===== src/rtl/bsrch_pkg.sv =====
// ----------------------------------------------------------------------------
// bsrch_pkg
// shared constants and types for the sorted table binary search block
// ----------------------------------------------------------------------------
package bsrch_pkg;

  localparam int DEF_TABLE_DEPTH = 256;
  localparam int DEF_KEY_WIDTH   = 32;

  localparam int COUNT_W  = 9;
  localparam int INDEX_W  = 8;
  localparam int VALUE_W  = 32;
  localparam int STATUS_W = 2;
  localparam int APB_AW   = 3;
  localparam int APB_DW   = 32;

  // action codes
  localparam logic ACT_WRITE  = 1'b0;
  localparam logic ACT_SEARCH = 1'b1;

  // result status codes
  localparam logic [STATUS_W-1:0] STAT_WRITE_DONE = 2'd0;
  localparam logic [STATUS_W-1:0] STAT_FOUND      = 2'd1;
  localparam logic [STATUS_W-1:0] STAT_NOT_FOUND  = 2'd2;

  // register index, taken from paddr[2]
  localparam logic REG_ENTRY_COUNT = 1'b0;

  typedef enum logic [1:0] {
    ST_IDLE   = 2'b01,
    ST_SEARCH = 2'b10
  } state_t;

endpackage


===== src/rtl/bsrch_cfg.sv =====
// ----------------------------------------------------------------------------
// bsrch_cfg
// apb register file holding entry_count
// ----------------------------------------------------------------------------
module bsrch_cfg
  import bsrch_pkg::*;
(
  input  logic               clk,
  input  logic               rst,
  input  logic               psel,
  input  logic               penable,
  input  logic               pwrite,
  input  logic [APB_AW-1:0]  paddr,
  input  logic [APB_DW-1:0]  pwdata,
  output logic [APB_DW-1:0]  prdata,
  output logic               pready,
  output logic [COUNT_W-1:0] entry_count
);

  logic wr_en;

  assign pready = 1'b1;
  assign wr_en  = psel & penable & pwrite & pready & (paddr[2] == REG_ENTRY_COUNT);

  always_ff @(posedge clk) begin
    if (rst) begin
      entry_count <= '0;
    end else if (wr_en) begin
      entry_count <= pwdata[COUNT_W-1:0];
    end
  end

  assign prdata = (paddr[2] == REG_ENTRY_COUNT) ? APB_DW'(entry_count) : '0;

endmodule


===== config.mk =====
export PLATFORM = sky130hd
export DESIGN_NAME = bsrch_cfg
export DESIGN_NICKNAME = d
export VERILOG_FILES = /design/src/rtl/bsrch_pkg.sv /design/src/rtl/bsrch_cfg.sv
export SDC_FILE = /design/constraint.sdc
export NUM_CORES = 1
export LEC_CHECK = 0
export CORE_MARGIN = 2
export CORE_UTILIZATION = 44
export DETAILED_ROUTE_END_ITERATION = 16
export DONT_BUFFER_PORTS = 1
export MAX_ROUTING_LAYER = met4
export PLACE_DENSITY_LB_ADDON = 0.12
export RECOVER_POWER = 25
export SETUP_SLACK_MARGIN = 0.3
export SKIP_CTS_REPAIR_TIMING = 1
export SYNTH_ARGS = -nofsm -noshare
export SYNTH_HDL_FRONTEND = slang
export SYNTH_SLANG_ARGS = --single-unit

===== constraint.sdc =====
create_clock -name clk -period 0.86 [get_ports clk]
set_clock_uncertainty 0.05 [all_clocks]
set_input_delay 0.172 -clock clk [delete_from_list [all_inputs] [get_ports clk]]
set_output_delay 0.172 -clock clk [all_outputs]
set_load 0.01 [all_outputs]

==> impl_metrics.ini <==
[yosys]
syn_inst = 74
synthDistinctLibCells = 9
ys_top_cells_by_area = dfxtp_1 27%, buf_4 27%, nand2b_1 17%, mux2i_1 13%, and2b_2 12%
synth-seq-cells = 9
yosysTopAreaCellShare_pct = 26.72
syn-cell-area_um2 = 674.4
synth_top_cell_by_area = dfxtp_1
ys_seq_area_share_pct = 26.72
syn_area_per_cell_um2 = 9.113
yosysWarnings = 0

[floorplan]
dieArea_um2 = 1862
core_area_um2 = 1471
rows = 14
start_util_pct = 45.83
ios = 82
die_x_um = 43.15
die_y_um = 43.15

[setup_path]
path_class = reg -> out
cp_top_family = flip-flops
worstPathCellList = and2b_2
crit_required_ps = 640
crit_arrival_ps = 820
path_buf_inv = 0
startpoint_type = flop
cp_max_fo = 3
setup.worst_path.end_class = output port
cpMaxStageDelayCell = dfxtp_2
slowest_delay_ps = 350

[drt]
first_iter_violations = 3
wl_per_cell_um = 10.03
drt-pass1-iter-count = 3
ant_nets = 0
via_count = 406
routed_wl_um = 993
drcViolationCount = 0
vias_per_cell = 4.101

[timing]
fin_ws_ps = -180.4
finalCritPeriodShare_pct = 121.0
rsz0062_at_grt = yes
finalHoldViolations = 0
drv_slew = 0
min_period_ps = 1040
fmax_mhz = 961.2
setup_viol = 16

[layout]
fin_cells = 99
mostFrequentLayoutCell = conb_1
final_cell_mix = 24 x conb_1, 18 x nand2b_1, 9 x and2b_2, 9 x mux2i_1, 9 x buf_6
largest-register = entry_count
final_nets = 124
largest_register_ffs = 9
area_delta_synth_final_pct = 7.421
drive_gt1_share_pct = 37.35
n_antenna_cell = 0
reg_top3 = entry_count (9)

[grt]
grt_max_degree = 19
antenna_found_initial = 0
grt_overflow = 0
grt_pass1_vias = 353
grtUsageTotal_pct = 12.05
grt_pass1_wl_mm = 1.580

[pwr]
p_per_area_nw_per_um2 = 1204
finalPower_mw = 0.8721
power.leakage_nw = 0.3416
ir_drop_mv = 0.7998

[placement]
numPortBuffers = 0
hpwl_um = 766.9
dp.cells = 95
dp_slack_ps = -59.98
gp_congestion = 0.6238

[clock_tree]
clockRootBuffer = clkbuf_4
clk_pin_slew_ps = 70
cts_buffers = 3
clock-sinks = 9
htreeDepth = 1
cts_tree = done
clkLatencyLatePin_ps = 260
clk_path_buf_depth = 2

[outcome]
failed_checks = setup timing
status = finished with violations

[run]
cap_violations = 0

[worst_hold_path]
holdCritPathClass = in -> reg
[logic make-up (layout without fill, tap and decap cells)]
logic type,count (synthesis),after routing,synth area share [%]
and+or+nand+nor,28,28,29.87
DFF,9,9,26.72
muxes,9,9,13.36
buffers and inverters,26,13,28.94
other,2,24,1.114
[final timing paths]
kind / startpoint / to / slack, ps / cells after the start
max: entry_count[5] / prdata[5] / -180 / 1
min reg2reg: entry_count[0] / entry_count[0] / 440 / 2
min: pwdata[2] / entry_count[2] / 4 / 2
max reg2reg: entry_count[4] / entry_count[4] / 160 / 3
[area by class of cell]
type / instances / area [um2]
Fill cell: 135 / 747.0
Multi-Input combinational cell: 61 / 382.9
Sequential cell: 9 / 192.7
Timing Repair Buffer: 9 / 101.3
Clock buffer: 3 / 22.52
Tap cell: 16 / 20.02
Clock inverter: 1 / 5.005
[per-layer routing]
metal / wire [um] / GRT usage (%) / vias to the layer above
met4: 6 / 5.455 / 0
li1: - / - / 201
met5: 0 / - / -
met1: 422 / 14.29 / 177
met2: 456 / 16.12 / 26
met3: 106 / 7.234 / 2
[power breakdown]
part           switching [mW]  total (mW)  leakage, nW  internal [mW]
clock network           0.144       0.315       0.0177          0.171
registers             0.00831       0.433       0.0770          0.425
logic                  0.0715       0.124        0.247         0.0521
total                   0.224       0.872        0.342          0.648
[cell usage after synthesis]
cell type	number
and2b_2	9
and4b_1	1
buf_4	24
buf_6	1
clkbuf_1	1
conb_1	2
dfxtp_1	9
mux2i_1	9
nand2b_1	18
[metrics by stage]
step | area, um2 | hold slack [ps] | utilization (%) | setup TNS, ps
2_1_floorplan | 757.0 | 276.7 | - | 0
3_5_place_dp | 649.4 | 283.7 | 44.13 | -318.2
4_1_cts | 676.9 | -2.743 | 46.00 | -2420
5_1_grt | 724.4 | -5.216 | 49.23 | -2561
6_report | 724.4 | 3.602 | 49.23 | -1873
3_3_place_gp | 649.4 | 281.7 | 44.13 | -280.5
Power figures use the tool's default switching activity.
