[src/rtl/bsrch_pkg.sv]
// ----------------------------------------------------------------------------
// bsrch_pkg
// shared constants and types for the sorted table binary search block
// ----------------------------------------------------------------------------
package bsrch_pkg;

  localparam int DEF_TABLE_DEPTH = 256;
  localparam int DEF_KEY_WIDTH   = 32;

  localparam int COUNT_W  = 9;
  localparam int INDEX_W  = 8;
  localparam int VALUE_W  = 32;
  localparam int STATUS_W = 2;
  localparam int APB_AW   = 3;
  localparam int APB_DW   = 32;

  // action codes
  localparam logic ACT_WRITE  = 1'b0;
  localparam logic ACT_SEARCH = 1'b1;

  // result status codes
  localparam logic [STATUS_W-1:0] STAT_WRITE_DONE = 2'd0;
  localparam logic [STATUS_W-1:0] STAT_FOUND      = 2'd1;
  localparam logic [STATUS_W-1:0] STAT_NOT_FOUND  = 2'd2;

  // register index, taken from paddr[2]
  localparam logic REG_ENTRY_COUNT = 1'b0;

  typedef enum logic [1:0] {
    ST_IDLE   = 2'b01,
    ST_SEARCH = 2'b10
  } state_t;

endpackage

[src/rtl/bsrch_ctrl.sv]
// ----------------------------------------------------------------------------
// bsrch_ctrl
// item sequencer: table writes and the halving probe loop over the memory
// ----------------------------------------------------------------------------
module bsrch_ctrl
  import bsrch_pkg::*;
#(
  parameter int TABLE_DEPTH = DEF_TABLE_DEPTH,
  parameter int KEY_WIDTH   = DEF_KEY_WIDTH,
  parameter int IDX_W       = $clog2(TABLE_DEPTH),
  parameter int CNT_W       = $clog2(TABLE_DEPTH + 1)
) (
  input  logic                 clk,
  input  logic                 rst,
  input  logic                 start,
  output logic                 busy,
  input  logic                 action,
  input  logic [INDEX_W-1:0]   entry_index,
  input  logic [VALUE_W-1:0]   entry_value,
  input  logic [VALUE_W-1:0]   search_key,
  input  logic [COUNT_W-1:0]   entry_count,
  output logic                 done,
  output logic [STATUS_W-1:0]  status,
  output logic [INDEX_W-1:0]   match_index,
  output logic                 mem_we,
  output logic [IDX_W-1:0]     mem_waddr,
  output logic [KEY_WIDTH-1:0] mem_wdata,
  output logic [IDX_W-1:0]     mem_raddr,
  input  logic [KEY_WIDTH-1:0] mem_rdata
);

  localparam int CMP_W = (CNT_W > COUNT_W) ? CNT_W : COUNT_W;

  state_t               state, state_next;
  logic [IDX_W-1:0]     lo, lo_next;
  logic [CNT_W-1:0]     cnt, cnt_next;
  logic [IDX_W-1:0]     probe, probe_next;
  logic [KEY_WIDTH-1:0] key, key_next;
  logic                 done_next;
  logic [STATUS_W-1:0]  status_next;
  logic [INDEX_W-1:0]   match_next;

  logic [CMP_W-1:0]     span_full;
  logic [CNT_W-1:0]     span;
  logic [CNT_W-1:0]     span_half;
  logic [CNT_W-1:0]     probe_sum;
  logic [63:0]          key_ext;
  logic [63:0]          value_ext;
  logic [31:0]          index_ext;
  logic [31:0]          probe_ext;
  logic                 in_range;

  // the search span is entry_count saturated at the table depth
  assign span_full = (CMP_W'(entry_count) > CMP_W'(TABLE_DEPTH)) ?
                     CMP_W'(TABLE_DEPTH) : CMP_W'(entry_count);
  assign span      = span_full[CNT_W-1:0];
  assign span_half = span >> 1;

  assign key_ext   = 64'(search_key);
  assign value_ext = 64'(entry_value);
  assign index_ext = 32'(entry_index);
  assign probe_ext = 32'(probe);
  assign in_range  = index_ext < 32'(TABLE_DEPTH);

  assign mem_waddr = index_ext[IDX_W-1:0];
  assign mem_wdata = value_ext[KEY_WIDTH-1:0];
  assign mem_raddr = probe_next;
  assign busy      = (state != ST_IDLE);

  always_comb begin
    state_next  = state;
    lo_next     = lo;
    cnt_next    = cnt;
    probe_next  = probe;
    key_next    = key;
    done_next   = 1'b0;
    status_next = status;
    match_next  = match_index;
    mem_we      = 1'b0;
    probe_sum   = '0;
    case (state)
      ST_IDLE: begin
        if (start) begin
          if (action == ACT_WRITE) begin
            mem_we      = in_range;
            done_next   = 1'b1;
            status_next = STAT_WRITE_DONE;
            match_next  = '0;
          end else begin
            key_next   = key_ext[KEY_WIDTH-1:0];
            lo_next    = '0;
            cnt_next   = span;
            probe_next = span_half[IDX_W-1:0];
            if (span == '0) begin
              done_next   = 1'b1;
              status_next = STAT_NOT_FOUND;
              match_next  = '0;
            end else begin
              state_next = ST_SEARCH;
            end
          end
        end
      end
      ST_SEARCH: begin
        // mem_rdata holds the entry at probe
        if (mem_rdata == key) begin
          state_next  = ST_IDLE;
          done_next   = 1'b1;
          status_next = STAT_FOUND;
          match_next  = probe_ext[INDEX_W-1:0];
        end else if (cnt == CNT_W'(1)) begin
          state_next  = ST_IDLE;
          done_next   = 1'b1;
          status_next = STAT_NOT_FOUND;
          match_next  = '0;
        end else begin
          if (key < mem_rdata) begin
            cnt_next = cnt >> 1;
          end else begin
            lo_next  = probe;
            cnt_next = cnt - (cnt >> 1);
          end
          // next probe goes straight to the read port
          probe_sum  = CNT_W'(lo_next) + (cnt_next >> 1);
          probe_next = probe_sum[IDX_W-1:0];
        end
      end
      default: begin
        state_next = ST_IDLE;
      end
    endcase
  end

  always_ff @(posedge clk) begin
    if (rst) begin
      state <= ST_IDLE;
      done  <= 1'b0;
    end else begin
      state <= state_next;
      done  <= done_next;
    end
  end

  always_ff @(posedge clk) begin
    lo          <= lo_next;
    cnt         <= cnt_next;
    probe       <= probe_next;
    key         <= key_next;
    status      <= status_next;
    match_index <= match_next;
  end

endmodule

[config.mk]
export PLATFORM = sky130hd
export DESIGN_NAME = bsrch_ctrl
export DESIGN_NICKNAME = d
export VERILOG_FILES = /design/src/rtl/bsrch_pkg.sv /design/src/rtl/bsrch_ctrl.sv
export SDC_FILE = /design/constraint.sdc
export NUM_CORES = 1
export LEC_CHECK = 0
export BUFFER_PORTS_ARGS = -buffer_cell sky130_fd_sc_hd__buf_2
export CAP_MARGIN = 30
export CORE_ASPECT_RATIO = 0.9
export CORE_MARGIN = 3
export CORE_UTILIZATION = 54
export DETAILED_ROUTE_END_ITERATION = 8
export PLACE_DENSITY = 0.92
export SYNTH_ARGS = -nofsm -noshare
export SYNTH_HDL_FRONTEND = slang
export SYNTH_SLANG_ARGS = --single-unit
[constraint.sdc]
create_clock -name clk -period 13.1 [get_ports clk]
set_input_delay 2.62 -clock clk [delete_from_list [all_inputs] [get_ports clk]]
set_output_delay 2.62 -clock clk [all_outputs]
set_load 0.05 [all_outputs]
==> flow_results.xml <==
<?xml version="1.0" encoding="UTF-8"?>
<metrics>
  <group name="outcome">
    <metric name="run_status" unit="">completed</metric>
  </group>
  <group name="floorplanning">
    <metric name="floorplan.die.width" unit="um">105</metric>
    <metric name="io_pins" unit="">178</metric>
    <metric name="core" unit="um2">8340</metric>
    <metric name="die-area" unit="um2">10000</metric>
    <metric name="die_height" unit="um">95.4</metric>
    <metric name="floorplan.initialDensity" unit="%">57.5</metric>
    <metric name="rows" unit="">31</metric>
  </group>
  <group name="yosys">
    <metric name="synth_warnings" unit="">0</metric>
    <metric name="ys_async_sr_fraction" unit="%">0</metric>
    <metric name="synth_seq_cells" unit="">70</metric>
    <metric name="ys_top_cells_by_count" unit="">sky130_fd_sc_hd__inv_1 (61), sky130_fd_sc_hd__edfxtp_1 (59), sky130_fd_sc_hd__ha_1 (53)</metric>
    <metric name="post-synth-top-count-cell" unit="">sky130_fd_sc_hd__inv_1</metric>
    <metric name="synth_flop_cell" unit="">sky130_fd_sc_hd__edfxtp_1</metric>
    <metric name="syn_avg_cell_area" unit="um2">10.0</metric>
    <metric name="synth_top_area_share" unit="%">37.0</metric>
    <metric name="count_of_flip_flops_with_a_built_in_enable_after_synthesis" unit="">59</metric>
    <metric name="yosys-top-cells-area" unit="">sky130_fd_sc_hd__edfxtp_1 (37%), sky130_fd_sc_hd__ha_1 (14%), sky130_fd_sc_hd__buf_4 (6.4%), sky130_fd_sc_hd__inv_1 (4.8%), sky130_fd_sc_hd__dfxtp_1 (4.6%)</metric>
    <metric name="post_synth_instance_area" unit="um2">4790</metric>
    <metric name="synth_cell_types" unit="">57</metric>
    <metric name="register_area_share_after_synthesis" unit="%">41.6</metric>
    <metric name="synthesized_net_count" unit="">650</metric>
    <metric name="netlist.top_cell.by_area" unit="">sky130_fd_sc_hd__edfxtp_1</metric>
    <metric name="post_synth_inst_count" unit="">478</metric>
  </group>
  <group name="sta">
    <metric name="worst_slew_pin_slew" unit="ns">0.696</metric>
    <metric name="report.final.hold_viol_count" unit="">0</metric>
    <metric name="timing_max_transition_violations_final" unit="">0</metric>
    <metric name="timing.slew.headroom" unit="%">53.6</metric>
    <metric name="final.setup_skew" unit="ns">0.00816</metric>
    <metric name="grt_setup_unrepaired" unit="">false</metric>
    <metric name="fmax" unit="MHz">107</metric>
    <metric name="setup-tns-final" unit="ns">0</metric>
    <metric name="layout_min_cycle_time" unit="ns">9.32</metric>
    <metric name="final_worst_path_setup_slack" unit="ns">3.78</metric>
    <metric name="timing.final.crit_share" unit="%">71.2</metric>
    <metric name="setup_viol_count_final" unit="">0</metric>
  </group>
  <group name="worst_setup_path">
    <metric name="critPathRequiredTime" unit="ns">10.48</metric>
    <metric name="critPathMaxFanout" unit="">26</metric>
    <metric name="path_class" unit="">primary input to output port</metric>
    <metric name="critPathArrivalTime" unit="ns">6.70</metric>
    <metric name="critPathLaunchType" unit="">primary input</metric>
    <metric name="end_kind" unit="">output port</metric>
    <metric name="worst-r2r-cell-count" unit="">17</metric>
  </group>
  <group name="clock_network">
    <metric name="cts_setup_buffers" unit="">0</metric>
    <metric name="cts-buffers-inserted" unit="">9</metric>
    <metric name="htree_levels" unit="">3</metric>
    <metric name="post_cts_resized" unit="">0</metric>
    <metric name="clk-insertion-delay-late" unit="ns">0.35</metric>
    <metric name="clk_pin_slew" unit="ns">0.07</metric>
    <metric name="clockRootBuffer" unit="">sky130_fd_sc_hd__clkbuf_8</metric>
    <metric name="clock_sinks" unit="">70</metric>
    <metric name="max-clock-path-buffers" unit="">2</metric>
    <metric name="tritoncts" unit="">yes</metric>
    <metric name="cts.hold.buffers_added" unit="">0</metric>
  </group>
  <group name="power_and_ir_drop">
    <metric name="p_per_area" unit="nW/um2">244</metric>
    <metric name="cellLeakagePower" unit="uW">0.00249</metric>
    <metric name="vdd_ir_drop_max" unit="mV">0.169</metric>
  </group>
  <group name="hold_path">
    <metric name="whs_path_depth" unit="">1</metric>
    <metric name="min_path_type" unit="">flip-flop to flip-flop</metric>
  </group>
  <group name="drt">
    <metric name="routed-via-count" unit="">3807</metric>
    <metric name="wirelength" unit="um">11400</metric>
    <metric name="post_drt_via_cell_ratio" unit="">5.78</metric>
    <metric name="drt_iter0_drc" unit="">304</metric>
    <metric name="wl_per_cell" unit="um">17.3</metric>
    <metric name="firstDrtPassIters" unit="">5</metric>
    <metric name="drt.antenna.violating_nets" unit="">0</metric>
    <metric name="drc" unit="">0</metric>
  </group>
  <group name="grt">
    <metric name="grt_max_degree" unit="">33</metric>
    <metric name="overflow" unit="">0</metric>
    <metric name="antenna_found_initial" unit="">0</metric>
    <metric name="aggregate_global_route_resource_usage" unit="%">23.7</metric>
    <metric name="grt_pass1_vias" unit="">3870</metric>
    <metric name="first_pass_grt_wire_length" unit="um">18500</metric>
  </group>
  <group name="place">
    <metric name="io_buffers" unit="">97</metric>
    <metric name="post-dp-hpwl" unit="um">8680</metric>
    <metric name="routabilityCongestion" unit="">0.919</metric>
    <metric name="post-place-ws" unit="ns">3.88</metric>
  </group>
  <group name="cells_and_area">
    <metric name="total_area_of_multi_input_combinational_cells" unit="um2">2220</metric>
    <metric name="finalNetCount" unit="">711</metric>
    <metric name="drive_above_1_share" unit="%">23.9</metric>
    <metric name="areaGrowthSynthToFinish" unit="%">11.7</metric>
    <metric name="seq_area" unit="um2">1990</metric>
    <metric name="n_antenna_cell" unit="">0</metric>
    <metric name="filler_cell_count" unit="">650</metric>
  </group>
  <group name="job">
    <metric name="number_of_maximum_capacitance_constraint_violations" unit="">0</metric>
  </group>
</metrics>
==> area by class of cell <==
type	instances	share of cell area (%)
multi-input combinational	296	41.6
inverter	61	4.28
tap	115	2.69
timing repair buffer	101	9.63
sequential	70	37.2
clock buffer	11	2.64
clock inverter	5	1.99
==> cell usage in the layout, fill, tap and decap left out, types with 3 or more instances in the layout <==
| cell type | Yosys | final |
|---|---|---|
| sky130_fd_sc_hd__nor2_1 | 22 | 22 |
| sky130_fd_sc_hd__xor2_1 | 10 | 10 |
| sky130_fd_sc_hd__mux2_2 | 8 | 8 |
| sky130_fd_sc_hd__and2_1 | 10 | 10 |
| sky130_fd_sc_hd__a21o_1 | 6 | 6 |
| sky130_fd_sc_hd__a211oi_1 | 3 | 3 |
| sky130_fd_sc_hd__dfxtp_1 | 11 | 11 |
| sky130_fd_sc_hd__xnor2_1 | 6 | 6 |
| sky130_fd_sc_hd__nand2b_1 | 8 | 8 |
| sky130_fd_sc_hd__nand3_1 | 5 | 5 |
| sky130_fd_sc_hd__o21a_1 | 3 | 3 |
| sky130_fd_sc_hd__a21oi_1 | 31 | 31 |
| sky130_fd_sc_hd__nor3_1 | 5 | 5 |
| sky130_fd_sc_hd__nor2b_1 | 6 | 6 |
| sky130_fd_sc_hd__o21ai_0 | 21 | 21 |
| sky130_fd_sc_hd__buf_2 | 2 | 97 |
| sky130_fd_sc_hd__o31ai_1 | 4 | 4 |
| sky130_fd_sc_hd__buf_4 | 41 | 4 |
| sky130_fd_sc_hd__or3_1 | 3 | 3 |
| sky130_fd_sc_hd__bufinv_16 | 0 | 3 |
| sky130_fd_sc_hd__nand4_1 | 8 | 8 |
| sky130_fd_sc_hd__clkbuf_8 | 0 | 10 |
| sky130_fd_sc_hd__inv_1 | 61 | 61 |
| sky130_fd_sc_hd__ha_1 | 53 | 53 |
| sky130_fd_sc_hd__and3_1 | 8 | 8 |
| sky130_fd_sc_hd__nand2_1 | 30 | 30 |
| sky130_fd_sc_hd__a22oi_1 | 6 | 6 |
| sky130_fd_sc_hd__edfxtp_1 | 59 | 59 |
| sky130_fd_sc_hd__nor4_1 | 4 | 4 |
==> sequential cells by signal, summed over array words and instances (netlist names) <==
| signal | flops |
|---|---|
| key | 32 |
| probe | 8 |
| status | 2 |
| match_index | 8 |
| lo | 8 |
| done | 1 |
| state | 2 |
| cnt | 9 |
==> layer usage <==
layer	part of all wire [%]	vias up	wire (um)	track usage, %
li1	-	1776	-	-
met2	48	186	5470	40.8
met3	9.7	56	1110	5.96
met5	0	-	0	0
met4	3.6	0	408	10.8
met1	39	1789	4440	28.1
==> kinds of logic (layout without fill, tap and decap cells) <==
family / count (synthesis) / after routing / share of synthesized area, %
muxes: 10 / 10 / 2.30
AOI/OAI and AO/OA: 95 / 95 / 12.9
DFF: 70 / 70 / 41.6
buffers and inverters: 112 / 178 / 12.0
xor gates and xnor gates: 16 / 16 / 2.92
adders and majority gates: 55 / 55 / 14.7
and+or+nand+nor: 120 / 120 / 13.6
==> final timing paths <==
| path | from | to | slack, ns |
|---|---|---|---|
| worst max-delay path | mem_rdata[13] | mem_raddr[7] | 3.78 |
| worst min-delay path | state[0] | state[0] | 0.50 |
| worst max register to register | key[13] | probe[7] | 8.97 |
| worst min register to register | state[0] | state[0] | 0.50 |
==> through the flow <==
step	hold slack, ns	utilization, %	instances	area [um2]	power (uW)
floorplan	0.465	-	478	4790	940
global placement	0.477	61.1	642	5100	1050
detailed placement	0.488	61.1	642	5100	1070
CTS	0.506	64.1	658	5350	1300
global route	0.547	64.2	659	5350	1400
finish	0.503	64.2	659	5350	1310
==> where the power goes <==
part | total, uW | switching (uW) | internal (uW)
clock network | 217 | 85.0 | 132
logic | 732 | 467 | 265
registers | 359 | 39.4 | 320
total | 1310 | 591 | 717
==> worst max-delay path, cell delays in order <==
cell and delay (ns):
sky130_fd_sc_hd__buf_2 0.08, sky130_fd_sc_hd__inv_1 0.03, sky130_fd_sc_hd__ha_1 0.30, sky130_fd_sc_hd__a21o_1 0.18, sky130_fd_sc_hd__a21o_1 0.17, sky130_fd_sc_hd__a221o_1 0.33, sky130_fd_sc_hd__o31a_4 0.34, sky130_fd_sc_hd__nor2_8 0.32
sky130_fd_sc_hd__mux2_2 0.42, sky130_fd_sc_hd__ha_1 0.31, sky130_fd_sc_hd__nand2_1 0.08, sky130_fd_sc_hd__nand2_1 0.07, sky130_fd_sc_hd__a21oi_1 0.17, sky130_fd_sc_hd__o21bai_1 0.10, sky130_fd_sc_hd__a21oi_1 0.18, sky130_fd_sc_hd__o31ai_1 0.11
sky130_fd_sc_hd__a21oi_1 0.19, sky130_fd_sc_hd__xor2_1 0.08, sky130_fd_sc_hd__o21ai_0 0.29, sky130_fd_sc_hd__buf_2 0.33
Power figures use the tool's default switching activity.
